`config.mk`:
```
export PLATFORM = sky130hd
export DESIGN_NAME = multi_channel_soft_pwm
export DESIGN_NICKNAME = d
export VERILOG_FILES = /design/src/hdl/mcpwm_pkg.sv /design/src/hdl/mcpwm_ram.sv /design/src/hdl/multi_channel_soft_pwm.sv
export VERILOG_INCLUDE_DIRS = /design/src /design/src/hdl
export SDC_FILE = /design/constraint.sdc
export NUM_CORES = 1
export LEC_CHECK = 0
export BUFFER_PORTS_ARGS = -buffer_cell sky130_fd_sc_hd__buf_2
export CAP_MARGIN = 20
export CORE_MARGIN = 2
export CORE_UTILIZATION = 55
export CTS_CLUSTER_DIAMETER = 50
export DETAILED_ROUTE_END_ITERATION = 8
export PLACE_DENSITY = 0.7
export REMOVE_ABC_BUFFERS = 1
export SYNTH_ARGS = -nofsm -noshare
export SYNTH_HDL_FRONTEND = slang
export SYNTH_SLANG_ARGS = --single-unit
```
`constraint.sdc`:
```
create_clock -name clk -period 3.85 [get_ports clk]
set_clock_uncertainty 0.15 [all_clocks]
set_input_delay 0.5775 -clock clk [delete_from_list [all_inputs] [get_ports clk]]
set_output_delay 0.5775 -clock clk [all_outputs]
set_load 0.05 [all_outputs]
```
`src/hdl/multi_channel_soft_pwm_assert.svh`:
```
// assertion macros for the soft pwm block
// each macro takes a label, clock, active-low reset, a condition and a consequence
`ifndef MULTI_CHANNEL_SOFT_PWM_ASSERT_SVH
`define MULTI_CHANNEL_SOFT_PWM_ASSERT_SVH

`ifndef SYNTHESIS

// consequence must hold in the same cycle as the condition
`define MCPWM_ASSERT_SAME(lbl, clk, rstn, ante, cons) \
    lbl: assert property (@(posedge clk) disable iff (!(rstn)) (ante) |-> (cons)) \
        else $error("mcpwm assertion failed");

// consequence must hold in the cycle after the condition
`define MCPWM_ASSERT_NEXT(lbl, clk, rstn, ante, cons) \
    lbl: assert property (@(posedge clk) disable iff (!(rstn)) (ante) |=> (cons)) \
        else $error("mcpwm assertion failed");

`else

`define MCPWM_ASSERT_SAME(lbl, clk, rstn, ante, cons)
`define MCPWM_ASSERT_NEXT(lbl, clk, rstn, ante, cons)

`endif

`endif

```
`src/hdl/mcpwm_pkg.sv`:
```
`default_nettype none

package mcpwm_pkg;

    // table geometry
    localparam int TABLE_DEPTH  = 8;
    localparam int SLOT_W       = 3;
    localparam int COUNT_W      = 4;
    localparam int PIN_W        = 8;
    localparam int DUTY_W       = 8;
    localparam int DEF_CHANNELS = 8;

    // request codes
    localparam logic REQ_SET  = 1'b0;
    localparam logic REQ_TICK = 1'b1;

    // result kind codes
    localparam logic KIND_STATUS = 1'b0;
    localparam logic KIND_LEVEL  = 1'b1;

    // set-duty status codes
    localparam logic [1:0] STAT_UPDATED   = 2'd0;
    localparam logic [1:0] STAT_ALLOCATED = 2'd1;
    localparam logic [1:0] STAT_FULL      = 2'd2;

    // one channel table entry
    typedef struct packed {
        logic [PIN_W-1:0]  pin;
        logic [DUTY_W-1:0] duty;
    } entry_t;

    // sequencer states
    typedef enum logic {
        ST_IDLE,
        ST_SCAN
    } state_t;

endpackage

`default_nettype wire

```
`src/hdl/mcpwm_ram.sv`:
```
`default_nettype none

module mcpwm_ram #(
    parameter int WIDTH = 16,
    parameter int DEPTH = 8
) (
    input  wire                      clk,
    input  wire                      we,
    input  wire  [$clog2(DEPTH)-1:0] waddr,
    input  wire  [WIDTH-1:0]         wdata,
    input  wire                      re,
    input  wire  [$clog2(DEPTH)-1:0] raddr,
    output logic [WIDTH-1:0]         rdata
);

    logic [WIDTH-1:0] mem [DEPTH];

    // single write port, registered read port
    always_ff @(posedge clk)
    begin
        if (we)
        begin
            mem[waddr] <= wdata;
        end
        if (re)
        begin
            rdata <= mem[raddr];
        end
    end

endmodule

`default_nettype wire

```
`src/hdl/multi_channel_soft_pwm.sv`:
```
// tick: one level per used channel, one per cycle; none on an empty table
// set duty: table walked one slot per cycle
// next transaction taken once busy is low, none while a scan runs; paced by the table read port
// reset clears phase, channel count and sequencer; table memory is not cleared
`default_nettype none

`include "multi_channel_soft_pwm_assert.svh"

module multi_channel_soft_pwm #(
    parameter int CHANNELS = mcpwm_pkg::DEF_CHANNELS
) (
    input  wire                             clk,
    input  wire                             rst_n,
    input  wire                             start,
    output logic                            busy,
    input  wire                             req_type,
    input  wire  [mcpwm_pkg::PIN_W-1:0]     pin_id,
    input  wire  [mcpwm_pkg::DUTY_W-1:0]    duty,
    output logic                            valid,
    output logic                            kind,
    output logic [1:0]                      status,
    output logic [mcpwm_pkg::SLOT_W-1:0]    slot,
    output logic [mcpwm_pkg::PIN_W-1:0]     out_pin,
    output logic                            level,
    output logic                            last
);

    localparam int SLOT_W  = mcpwm_pkg::SLOT_W;
    localparam int COUNT_W = mcpwm_pkg::COUNT_W;
    localparam int CAP_INT = (CHANNELS < mcpwm_pkg::TABLE_DEPTH) ? CHANNELS
                                                                 : mcpwm_pkg::TABLE_DEPTH;
    localparam logic [COUNT_W-1:0] TABLE_CAP = COUNT_W'(CAP_INT);

    mcpwm_pkg::state_t state_reg, state_next;

    logic                           req_reg;
    logic [mcpwm_pkg::PIN_W-1:0]    pin_reg;
    logic [mcpwm_pkg::DUTY_W-1:0]   duty_reg;
    logic [7:0]                     phase_reg, phase_next;
    logic [COUNT_W-1:0]             used_reg, used_next;
    logic [COUNT_W-1:0]             rd_idx_reg, rd_idx_next;
    logic                           chk_vld_reg, chk_vld_next;
    logic [SLOT_W-1:0]              chk_idx_reg;

    logic                           valid_reg, valid_next;
    logic                           kind_reg, kind_next;
    logic [1:0]                     status_reg, status_next;
    logic [SLOT_W-1:0]              slot_reg, slot_next;
    logic [mcpwm_pkg::PIN_W-1:0]    pin_out_reg, pin_out_next;
    logic                           level_reg, level_next;
    logic                           last_reg, last_next;

    logic                           accept;
    logic                           ram_we;
    logic [SLOT_W-1:0]              ram_waddr;
    mcpwm_pkg::entry_t              ram_wdata;
    logic                           ram_re;
    logic [SLOT_W-1:0]              ram_raddr;
    mcpwm_pkg::entry_t              ram_rdata;
    logic                           used_inc;

    logic                           hit;
    logic                           exhausted;
    logic                           tick_last;
    logic                           scan_done;

    assign accept = start && (state_reg == mcpwm_pkg::ST_IDLE);
    assign busy   = (state_reg != mcpwm_pkg::ST_IDLE);

    // channel table: pin and duty per slot
    mcpwm_ram #(
        .WIDTH ($bits(mcpwm_pkg::entry_t)),
        .DEPTH (mcpwm_pkg::TABLE_DEPTH)
    ) u_table (
        .clk   (clk),
        .we    (ram_we),
        .waddr (ram_waddr),
        .wdata (ram_wdata),
        .re    (ram_re),
        .raddr (ram_raddr),
        .rdata (ram_rdata)
    );

    // scan status of the entry just read back
    assign hit       = chk_vld_reg && (ram_rdata.pin == pin_reg);
    assign exhausted = !chk_vld_reg && (rd_idx_reg == used_reg);
    assign tick_last = chk_vld_reg
                    && ((COUNT_W'(chk_idx_reg) + COUNT_W'(1)) == used_reg);
    assign scan_done = (req_reg == mcpwm_pkg::REQ_TICK) ? tick_last : (hit || exhausted);

    // next state
    always_comb
    begin
        state_next = state_reg;
        case (state_reg)
            mcpwm_pkg::ST_IDLE:
            begin
                if (accept && ((req_type == mcpwm_pkg::REQ_SET) || (used_reg != '0)))
                begin
                    state_next = mcpwm_pkg::ST_SCAN;
                end
            end
            mcpwm_pkg::ST_SCAN:
            begin
                if (scan_done)
                begin
                    state_next = mcpwm_pkg::ST_IDLE;
                end
            end
            default:
            begin
                state_next = mcpwm_pkg::ST_IDLE;
            end
        endcase
    end

    // memory control and result generation
    always_comb
    begin
        ram_re       = 1'b0;
        ram_raddr    = rd_idx_reg[SLOT_W-1:0];
        ram_we       = 1'b0;
        ram_waddr    = chk_idx_reg;
        ram_wdata    = '{pin: pin_reg, duty: duty_reg};
        used_inc     = 1'b0;
        valid_next   = 1'b0;
        kind_next    = mcpwm_pkg::KIND_STATUS;
        status_next  = mcpwm_pkg::STAT_UPDATED;
        slot_next    = chk_idx_reg;
        pin_out_next = pin_reg;
        level_next   = 1'b0;
        last_next    = 1'b1;
        case (state_reg)
            mcpwm_pkg::ST_IDLE:
            begin
                ram_re = 1'b0;
            end
            mcpwm_pkg::ST_SCAN:
            begin
                ram_re = (rd_idx_reg < used_reg);
                if (req_reg == mcpwm_pkg::REQ_TICK)
                begin
                    valid_next   = chk_vld_reg;
                    kind_next    = mcpwm_pkg::KIND_LEVEL;
                    pin_out_next = ram_rdata.pin;
                    level_next   = (phase_reg < ram_rdata.duty);
                    last_next    = tick_last;
                end
                else if (hit)
                begin
                    ram_we     = 1'b1;
                    valid_next = 1'b1;
                end
                else if (exhausted)
                begin
                    valid_next = 1'b1;
                    if (used_reg < TABLE_CAP)
                    begin
                        ram_we      = 1'b1;
                        ram_waddr   = used_reg[SLOT_W-1:0];
                        used_inc    = 1'b1;
                        status_next = mcpwm_pkg::STAT_ALLOCATED;
                        slot_next   = used_reg[SLOT_W-1:0];
                    end
                    else
                    begin
                        status_next = mcpwm_pkg::STAT_FULL;
                        slot_next   = '0;
                    end
                end
            end
            default:
            begin
                ram_re = 1'b0;
            end
        endcase
    end

    // counters of the scan pipeline
    always_comb
    begin
        phase_next   = phase_reg;
        used_next    = used_inc ? (used_reg + COUNT_W'(1)) : used_reg;
        rd_idx_next  = rd_idx_reg;
        chk_vld_next = ram_re && !scan_done;
        if (accept)
        begin
            rd_idx_next = '0;
            if (req_type == mcpwm_pkg::REQ_TICK)
            begin
                phase_next = phase_reg + 8'd1;
            end
        end
        else if (ram_re)
        begin
            rd_idx_next = rd_idx_reg + COUNT_W'(1);
        end
    end

    // control registers
    always_ff @(posedge clk or negedge rst_n)
    begin
        if (!rst_n)
        begin
            state_reg   <= mcpwm_pkg::ST_IDLE;
            phase_reg   <= '0;
            used_reg    <= '0;
            rd_idx_reg  <= '0;
            chk_vld_reg <= 1'b0;
            req_reg     <= mcpwm_pkg::REQ_SET;
            valid_reg   <= 1'b0;
        end
        else
        begin
            state_reg   <= state_next;
            phase_reg   <= phase_next;
            used_reg    <= used_next;
            rd_idx_reg  <= rd_idx_next;
            chk_vld_reg <= chk_vld_next;
            valid_reg   <= valid_next;
            if (accept)
            begin
                req_reg <= req_type;
            end
        end
    end

    // payload registers
    always_ff @(posedge clk)
    begin
        if (accept)
        begin
            pin_reg  <= pin_id;
            duty_reg <= duty;
        end
        chk_idx_reg <= rd_idx_reg[SLOT_W-1:0];
        kind_reg    <= kind_next;
        status_reg  <= status_next;
        slot_reg    <= slot_next;
        pin_out_reg <= pin_out_next;
        level_reg   <= level_next;
        last_reg    <= last_next;
    end

    assign valid   = valid_reg;
    assign kind    = kind_reg;
    assign status  = status_reg;
    assign slot    = slot_reg;
    assign out_pin = pin_out_reg;
    assign level   = level_reg;
    assign last    = last_reg;

    // checks on the sequencer
    `MCPWM_ASSERT_SAME(a_used_cap, clk, rst_n, 1'b1, used_reg <= TABLE_CAP)
    `MCPWM_ASSERT_SAME(a_last_ends, clk, rst_n, valid_reg, last_reg == !busy)
    `MCPWM_ASSERT_SAME(a_status_single, clk, rst_n,
        valid_reg && (kind_reg == mcpwm_pkg::KIND_STATUS), last_reg)
    `MCPWM_ASSERT_SAME(a_write_in_scan, clk, rst_n, ram_we,
        (state_reg == mcpwm_pkg::ST_SCAN) && (req_reg == mcpwm_pkg::REQ_SET))
    `MCPWM_ASSERT_NEXT(a_tick_empty, clk, rst_n,
        accept && (req_type == mcpwm_pkg::REQ_TICK) && (used_reg == '0), !busy)

endmodule

`default_nettype wire

```
Word level (Yosys, flattened, before mapping)
Memories as Yosys holds them, arrays and structs flattened. A register that Yosys moved wholly into a read port is not among the register bits.
Cells that the tools add are included.
W data, S select, Z words.
{"block": "op_classes", "mux": 35, "reduce_logical": 15, "n_lt_le_gt_ge": 3, "n_bitwise": 3, "eq_ne": 3, "addsub": 4}
{"cell": "$mux W3", "count": 10}
{"cell": "$mux W1", "count": 18}
{"cell": "$mux W8", "count": 2}
{"cell": "$add A4 B1 Y4 const B", "count": 2}
{"cell": "$add A8 B1 Y8 const B", "count": 1}
{"cell": "$eq A4 B4 Y1", "count": 2}
{"cell": "$eq A8 B8 Y1", "count": 1}
{"cell": "$lt A8 B8 Y1", "count": 1}
{"cell": "$mux W4", "count": 2}
{"cell": "$logic_and A1 B1 Y1", "count": 6}
{"cell": "$add A3 B1 Y4 const B", "count": 1}
{"cell": "$lt A4 B4 Y1", "count": 1}
{"cell": "$lt A4 B4 Y1 const B", "count": 1}
{"cell": "$pmux W1 S2", "count": 2}
{"cell": "$reduce_and A2 Y1", "count": 2}
{"cell": "$reduce_bool A4 Y1", "count": 1}
{"cell": "$reduce_or A4 Y1", "count": 1}
{"cell": "$not A1 Y1", "count": 3}
{"cell": "$logic_not A1 Y1", "count": 2}
{"cell": "$logic_or A1 B1 Y1", "count": 2}
{"cell": "$mux W2", "count": 1}
{"cell": "$reduce_bool A2 Y1", "count": 1}
{"block": "word_totals", "regBits": 55, "mem_bits_rw": 128, "n_memories": 1}
{"name": "u_table.mem", "depth": 8, "word_bits": 16, "read_ports": 1, "rd_clocked_by_memory_dff": 1, "write_ports": 1, "line_no": "mcpwm_ram.sv:16", "text": "logic [WIDTH-1:0] mem [DEPTH];"}

Logic depth before layout (Yosys ltp)
Gate-level depths: netlist of run 1.
{"block": "depth", "ltp_word": 8, "ltp_mapped": 10, "ltp_nobuf": 7}

Hierarchy
Synthesis of run 1 repeated with hierarchy kept, for this count alone.
{"block": "unflattened", "hier_cells": 403, "hier_area_um2": 7862.5}
{"mod": "mcpwm_ram", "cells_each": 214, "instances": 1, "area_per_inst_um2": 5454.0}
{"mod": "multi_channel_soft_pwm", "cells_each": 189, "instances": 1, "area_per_inst_um2": 2408.6}

Least setup slack after synthesis of run 1
No wires, ideal clock.
{"block": "synth_path", "path_type": "reg-to-reg", "start": "register rd_idx_reg[0]", "end": "memory u_table.mem[1][0] (enable)", "setup_slack_ns": 0.556, "path_stages_with_launch": 10, "setup_ns": 0.388, "arrival_ns": 2.756, "path_cell_list": "dfrtp_1 buf_2 buf_2 inv_1 ha_1 nand4b_4 nor4b_4 buf_2 a22oi_1 nor2_1"}
{"block": "synth_between", "elab_chain_len": 8, "word_cells_on_any_way": 12, "cone_classes": "eq/ne: 1; mux: 10; reduce/logical: 1"}
{"element": "start: declaration", "line_no": "multi_channel_soft_pwm.sv:41", "text": "logic [COUNT_W-1:0] rd_idx_reg, rd_idx_next;"}
{"element": "start signal: assignment", "line_no": "multi_channel_soft_pwm.sv:218", "text": "rd_idx_reg <= rd_idx_next;"}
{"element": "$eq A4 B4 Y1 *", "line_no": "multi_channel_soft_pwm.sv:86", "text": "assign exhausted = !chk_vld_reg && (rd_idx_reg == used_reg);"}
{"element": "$logic_and A1 B1 Y1 *", "line_no": "multi_channel_soft_pwm.sv:86"}
{"element": "$mux W1", "line_no": "multi_channel_soft_pwm.sv:154", "text": "else if (exhausted)"}
{"element": "$mux W1", "line_no": "multi_channel_soft_pwm.sv:149", "text": "else if (hit)"}
{"element": "$mux W1", "line_no": "multi_channel_soft_pwm.sv:141", "text": "if (req_reg == mcpwm_pkg::REQ_TICK)"}
{"element": "$mux W1", "line_no": "multi_channel_soft_pwm.sv:133", "text": "case (state_reg)"}
{"element": "$mux W1", "line_no": "mcpwm_ram.sv:21", "text": "if (we)"}
{"element": "$mux W1 (not written as such)", "line_no": "mcpwm_ram.sv:23", "text": "mem[waddr] <= wdata;"}
{"element": "end: declaration", "line_no": "mcpwm_ram.sv:16"}
Every way passes the cells marked *; elsewhere a longest branch is shown, timed or not.

Final worst setup path of run 1
{"block": "layout_path", "start": "register used_reg[2]", "end": "memory u_table.mem[1][1] (enable)"}
{"block": "layout_between", "elab_chain_len": 8, "word_cells_on_any_way": 15, "cone_classes": "order compare: 1; eq/ne: 1; mux: 12; reduce/logical: 1"}
{"element": "start: declaration", "line_no": "multi_channel_soft_pwm.sv:40", "text": "logic [COUNT_W-1:0] used_reg, used_next;"}
{"element": "start signal: assignment", "line_no": "multi_channel_soft_pwm.sv:217", "text": "used_reg <= used_next;"}
{"element": "$lt A4 B4 Y1 / $eq A4 B4 Y1 (equally long branches)", "line_no": "multi_channel_soft_pwm.sv:157, multi_channel_soft_pwm.sv:86"}
{"element": "$mux W1 / $logic_and A1 B1 Y1 (equally long branches)", "line_no": "multi_channel_soft_pwm.sv:157, multi_channel_soft_pwm.sv:86"}
{"element": "$mux W1", "line_no": "multi_channel_soft_pwm.sv:154"}
{"element": "$mux W1", "line_no": "multi_channel_soft_pwm.sv:149"}
{"element": "$mux W1", "line_no": "multi_channel_soft_pwm.sv:141"}
{"element": "$mux W1", "line_no": "multi_channel_soft_pwm.sv:133"}
{"element": "$mux W1", "line_no": "mcpwm_ram.sv:21"}
{"element": "$mux W1 (not written as such)", "line_no": "mcpwm_ram.sv:23"}
Parallel ways exist; a longest one is shown, timed or not.

==> results of run 1 <==
[cell type report]
| type | instances | area (sq um) |
|---|---|---|
| fill | 952 | 5040 |
| timing repair buffer | 50 | 285 |
| tap | 180 | 225 |
| clock buffer | 19 | 433 |
| multi-input combinational | 183 | 1940 |
| inverter | 20 | 75.1 |
| clock inverter | 13 | 143 |
| sequential | 199 | 5690 |
[Yosys cell counts (4+ instances only)]
cell type	instances	area [sq um]
nand2b_1	7	43.8
ha_1	16	200
a21oi_1	4	20.0
o21ai_0	5	25.0
nor2_1	13	48.8
dfxtp_1	19	380
edfxtp_1	160	4800
dfrtp_1	20	500
xnor2_1	20	175
mux2_2	25	282
nand2_1	14	52.6
nand3_1	7	35.0
inv_1	20	75.1
clkbuf_1	5	18.8
mux4_2	32	721
nand4_1	5	31.3
[stage by stage]
stage / cell area, sq um / cells
finish: 8790 / 664
global route: 8790 / 664
CTS: 8790 / 664
detailed placement: 8200 / 631
global placement: 8200 / 631
floorplan: 7700 / 402
[power by group]
group / leakage [nW] / internal (W) / switching [W]
combinational: 1.11 / 0.00000759 / 0.00000692
sequential: 1.85 / 0.00229 / 0
clock: 0.281 / 0.000967 / 0.000754
total: 3.25 / 0.00327 / 0.000761
[routing by layer]
metal	global-route usage	vias to the layer above	part of all wire
li1	-	1716	-
met5	0	-	0
met4	0.0761	0	0.016
met1	0.282	1898	0.46
met3	0.0488	16	0.054
met2	0.306	106	0.47
[worst max path at each step]
stage / end / cells after the start
floorplan: u_table.mem[6][0] / 7
global placement: u_table.mem[2][4] / 8
detailed placement: u_table.mem[1][3] / 8
CTS: u_table.mem[1][6] / 8
global route: u_table.mem[5][2] / 8
finish: u_table.mem[1][1] / 8
[kinds of logic after synthesis]
kind of cell / after synthesis / synth area share
adder cells (fa/ha/maj): 16 / 0.0258
AND/OR/NAND/NOR: 60 / 0.0434
XOR/XNOR: 23 / 0.0260
buffers and inverters: 32 / 0.0169
AO/OA/AOI/OAI: 24 / 0.0216
flip-flops: 199 / 0.733
multiplexers: 60 / 0.133
==> out/qor.csv, run 1 <==
stage;metric;value;unit
pwr;Pwr Density;459;nW/um^2
sta;post-route worst hold slack;171;ps
floorplanning;standard-cell rows;43;
floorplanning;area of the die;15100;sq um
critical_path;Crit Path Class;flop to flop;
synthesis;Avg Cell Area, Syn;18.7;sq um
grt;number of global-route vias before repair;3821;
synthesis;prevailing post-synth register cell;edfxtp_1;
worst_hold_path;class of the worst hold path;input port to flop;
clocking;count of H-tree levels built during CTS;4;
synthesis;yosys warns;0;
critical_path;origin of the worst setup path;used_reg[2];
layout;number of antenna repair diodes;0;
sta;Max-slew headroom;0.509;
layout;post-layout net count;507;
layout;Layout Area Growth over Synthesis;13.3;%
critical_path;slowest cell on the critical path;nor4b_4;
sta;final-report max-slew violation count;0;
synthesis;number of enable-type register cells in the synthesized netlist;160;
clocking;Post-CTS Setup Bufs;0;
pwr;total design power;0.00403;W
critical_path;delay of the slowest cell on the worst path;610;ps
placed_design;gpl congestion;0.844;
sta;RSZ-0062 raised after global routing;false;
sta;Setup violations, final;0;
clocking;number of buffers inserted during clock tree synthesis;17;
clocking;number of instances resized during post-cts repair;0;
pwr;Worst IR Drop VDD;370;uV
grt;Overflow after GRT;0;
grt;Total Routing Usage GR;0.200;
floorplanning;area of the core;13800;sq um
route;detailed router's first-iteration violation count;248;
route;drt total wl;13.5;mm
layout;most frequent cells in the layout;160 x edfxtp_1, 37 x buf_2, 32 x mux4_2;
sta;Sum Neg Setup Slack;0;ps
route;Vias/cell;5.63;
layout;fraction of final layout cells sized beyond drive strength 1;0.287;
critical_path;arrival time of the worst setup path;3180;ps
floorplanning;initial standard-cell utilization of the core;0.561;
critical_path;startpoint of the most critical register-to-register path;used_reg[2];
sta;post-route setup slack;627;ps
synthesis;gate count of the mapped netlist;414;
floorplanning;die span in y;123;microns
sta;maximum clock frequency;310;MHz
worst_hold_path;hold path cells;1;
route;DRT Pass-1 Iters;4;
layout;Largest Register;u_table.mem;
sta;number of hold-slack violations in the final timing report;0;
placed_design;DP Worst Slack;731;ps
placed_design;detailed-placement wirelength estimate;8.81;mm
critical_path;kind of cell adding the most delay to the critical path;simple AND/OR/NAND/NOR gates;
critical_path;Crit Path Max Fanout;16;
critical_path;path depth of the worst reg2reg path;8;
run_status;status;finished clean;
worst_hold_path;end of the worst hold path;pin_reg[1];
route;total via count after detailed routing;3736;
layout;flip-flop count of the largest register after layout;128;
critical_path;Setup crit end kind;flop;
route;DRC violation count after routing;0;
sta;Min Clock Period, post-route;3220;ps
grt;first-pass GRT wire length;21.3;mm
sta;pin slew with the least headroom to its limit;735;ps
route;remaining antenna violation count;0;
route;average wire length per cell after detail routing;20.3;microns
synthesis;flip-flop and latch count after synthesis;199;
layout;post-layout utilization of the core;0.635;
sta;Period Utilization, post-route;0.837;
critical_path;critical path cell sequence;inv_1, ha_1, nand4b_4, nor4b_4, mux2i_1, nand2_1, nor2_1, buf_4;
critical_path;Register-to-Register Setup Slack;630;ps
synthesis;number of distinct library cells after synthesis;43;
clocking;clock sink total;199;
clocking;total of hold buffers inserted after clock tree synthesis;1;
synthesis;asr flop ratio synth;0.101;
layout;Top Registers;u_table.mem (128), u_table.rdata (16);
floorplanning;num ports;38;
synthesis;area of the mapped netlist;7750;sq um
critical_path;kind of launch point of the worst setup path;flop;
placed_design;port buffer count;37;
clocking;Reg clk slew, reported paths;70;ps
critical_path;worst reg2reg endpoint;u_table.mem[1][1];
pwr;Static Leak;3.25;nW
clocking;clock tree from TritonCTS;done;
synthesis;fraction of the yosys area taken by sequential cells;0.733;
clocking;Skew-Pair Late Insertion Delay;430;ps
grt;number of antenna violations at the first check in global routing;0;
layout;most common library cell in the layout ignoring fill and taps;edfxtp_1;
clocking;cell at the root of the clock tree;clkbuf_16;
grt;pin count of the biggest net entering global routing;38;
critical_path;Req. time, crit path;3810;ps
critical_path;sum of buffers and inverters on the critical path;2;
clocking;Max Root-Sink Buffers;2;
floorplanning;overall die width;123;microns
job;number of max-capacitance violations reported;0;
worst_hold_path;worst hold start;pin_id[1];
Note: power is estimated with default switching activity, not from simulation.
==> run 2: changes to the inputs <==
Settings changed: PLACE_DENSITY 0.7 to 0.73.
Clock period 3.85 ns to 2.9 ns, I/O delays scaled along.
==> out/qor.csv, run 2 (synthesis gave the netlist of run 1 again) <==
stage;metric;value;unit;change
run_status;status;finished clean;;
grt;Overflow after GRT;0;;unchanged
sta;number of hold-slack violations in the final timing report;0;;unchanged
critical_path;Req. time, crit path;2890;ps;-920 ps
placed_design;DP Worst Slack;37.2;ps;-694 ps
critical_path;Register-to-Register Setup Slack;120;ps;-500 ps
route;detailed router's first-iteration violation count;425;;+71%
floorplanning;area of the core;13800;sq um;unchanged
layout;number of antenna repair diodes;0;;unchanged
route;DRT Pass-1 Iters;4;;unchanged
route;Vias/cell;5.58;;-0.83%
layout;Layout Area Growth over Synthesis;16.4;%;
sta;Setup violations, final;0;;unchanged
clocking;count of H-tree levels built during CTS;4;;unchanged
grt;pin count of the biggest net entering global routing;38;;unchanged
pwr;Static Leak;3.34;nW;+2.9%
clocking;Max Root-Sink Buffers;2;;unchanged
layout;post-layout utilization of the core;0.653;;+0.0175
grt;number of antenna violations at the first check in global routing;0;;unchanged
layout;most frequent cells in the layout;160 x edfxtp_1, 37 x buf_2, 32 x mux4_2;;
layout;most common library cell in the layout ignoring fill and taps;edfxtp_1;;
critical_path;Setup crit end kind;flop;;
grt;number of global-route vias before repair;3821;;unchanged
critical_path;sum of buffers and inverters on the critical path;2;;unchanged
layout;post-layout net count;519;;+2.4%
route;remaining antenna violation count;0;;unchanged
clocking;clock sink total;199;;unchanged
layout;Top Registers;u_table.mem (128), u_table.rdata (16);;
job;number of max-capacitance violations reported;0;;unchanged
clocking;Skew-Pair Late Insertion Delay;430;ps;about the same
critical_path;kind of cell adding the most delay to the critical path;simple AND/OR/NAND/NOR gates;;
clocking;number of buffers inserted during clock tree synthesis;17;;unchanged
route;average wire length per cell after detail routing;20.5;microns;+1.3%
layout;Largest Register;u_table.mem;;
grt;first-pass GRT wire length;21.9;mm;+2.9%
sta;maximum clock frequency;360;MHz;+16%
critical_path;slowest cell on the critical path;nor4b_4;;
grt;Total Routing Usage GR;0.206;;+0.00575
sta;post-route setup slack;125;ps;-503 ps
placed_design;gpl congestion;0.848;;+0.49%
floorplanning;area of the die;15100;sq um;unchanged
layout;flip-flop count of the largest register after layout;128;;unchanged
pwr;Pwr Density;599;nW/um^2;+31%
floorplanning;standard-cell rows;43;;unchanged
sta;Max-slew headroom;0.537;;+0.0273
critical_path;delay of the slowest cell on the worst path;440;ps;-170 ps
placed_design;port buffer count;37;;unchanged
worst_hold_path;class of the worst hold path;input port to flop;;
sta;Period Utilization, post-route;0.957;;+0.120
floorplanning;die span in y;123;microns;unchanged
route;total via count after detailed routing;3772;;+0.96%
floorplanning;initial standard-cell utilization of the core;0.561;;unchanged
pwr;Worst IR Drop VDD;716;uV;+93%
clocking;cell at the root of the clock tree;clkbuf_16;;
critical_path;arrival time of the worst setup path;2760;ps;-420 ps
placed_design;detailed-placement wirelength estimate;8.96;mm;+1.6%
critical_path;Crit Path Class;flop to flop;;
sta;final-report max-slew violation count;0;;unchanged
floorplanning;num ports;38;;unchanged
sta;pin slew with the least headroom to its limit;695;ps;-40.1 ps
sta;Min Clock Period, post-route;2780;ps;-447 ps
floorplanning;overall die width;123;microns;unchanged
critical_path;kind of launch point of the worst setup path;flop;;
sta;RSZ-0062 raised after global routing;false;;
critical_path;Crit Path Max Fanout;16;;unchanged
layout;fraction of final layout cells sized beyond drive strength 1;0.317;;+0.0293
critical_path;critical path cell sequence;inv_1, ha_1, nand4b_4, nor4b_4, mux2i_2, nand2b_1, nor2_2, buf_12;;
route;DRC violation count after routing;0;;unchanged
clocking;clock tree from TritonCTS;done;;
clocking;Reg clk slew, reported paths;80;ps;about the same
route;drt total wl;13.9;mm;+3.1%
## run 2: cell count changes in the layout (fill, tap and decap cells not counted), moves of 4 or more
cell | previous run | this run
inv_8 | 2 | 6
nor2_1 | 13 | 9
nor2_2 | 0 | 4
buf_12 | 0 | 7
dlygate4sd3_1 | 1 | 7
## run 2: final cells by class
cell class,instances,area (sq um)
clock buffers,17,425
clock inverters,15,175
fillers,925,4800
inverters,20,75.1
multi-input cells,183,1960
flip-flops and latches,199,5690
well taps,180,225
repair buffers,62,482
## run 2: where the power goes
part,internal [W],total [W],switching [W]
logic,0.0000153,0.0000260,0.0000106
clock network,0.00124,0.00234,0.00110
registers,0.00304,0.00304,0
total,0.00430,0.00541,0.00111
## run 2: routing by layer
layer / GRT usage / share of wire / vias up
met5: 0 / 0 / -
met4: 0.0805 / 0.0084 / 0
met3: 0.0511 / 0.052 / 7
met2: 0.314 / 0.50 / 95
met1: 0.289 / 0.44 / 1927
li1: - / - / 1743
## run 2: path summary, 6_finish.rpt
check,cells past startpoint,to,start
max,8,u_table.mem[2][12],used_reg[1]
max in group asynchronous,2,rd_idx_reg[0],rst_n
min,1,pin_reg[0],pin_id[0]
min in group asynchronous,2,phase_reg[1],rst_n
min reg2reg,1,phase_reg[7],phase_reg[7]
max reg2reg,8,u_table.mem[2][12],used_reg[1]
## run 2: metrics by stage
step                      TNS (ps)  instances  cell area, sq um  hold slack (ps)  power, W
after CTS                        0        674              8990            0.312   0.00546
after detailed placement         0        635              8320              269   0.00313
final                            0        676              9030             23.8   0.00541
after global placement           0        635              8320              260   0.00313
after global routing             0        676              9030             5.59   0.00557
after floorplan            -176690        402              7700            -10.6   0.00311
## run 2: worst reg2reg max path, cell delays in order, from the launching register on
cell      delay (ps)
dfrtp_2          400
inv_1             90
ha_1             350
nand4b_4         140
nor4b_4          440
mux2i_2          360
nand2b_1         190
nor2_2           180
buf_12           180
## run 2: what timing repair did
item | in CTS | in global routing
buffers inserted | 0 | 2
pin swaps | 0 | 2
endpoints found under the hold margin | 26 | 0
resized for setup | 1 | 8
hold buffers | 7 | 0
endpoints found under the setup margin | 2 | 98
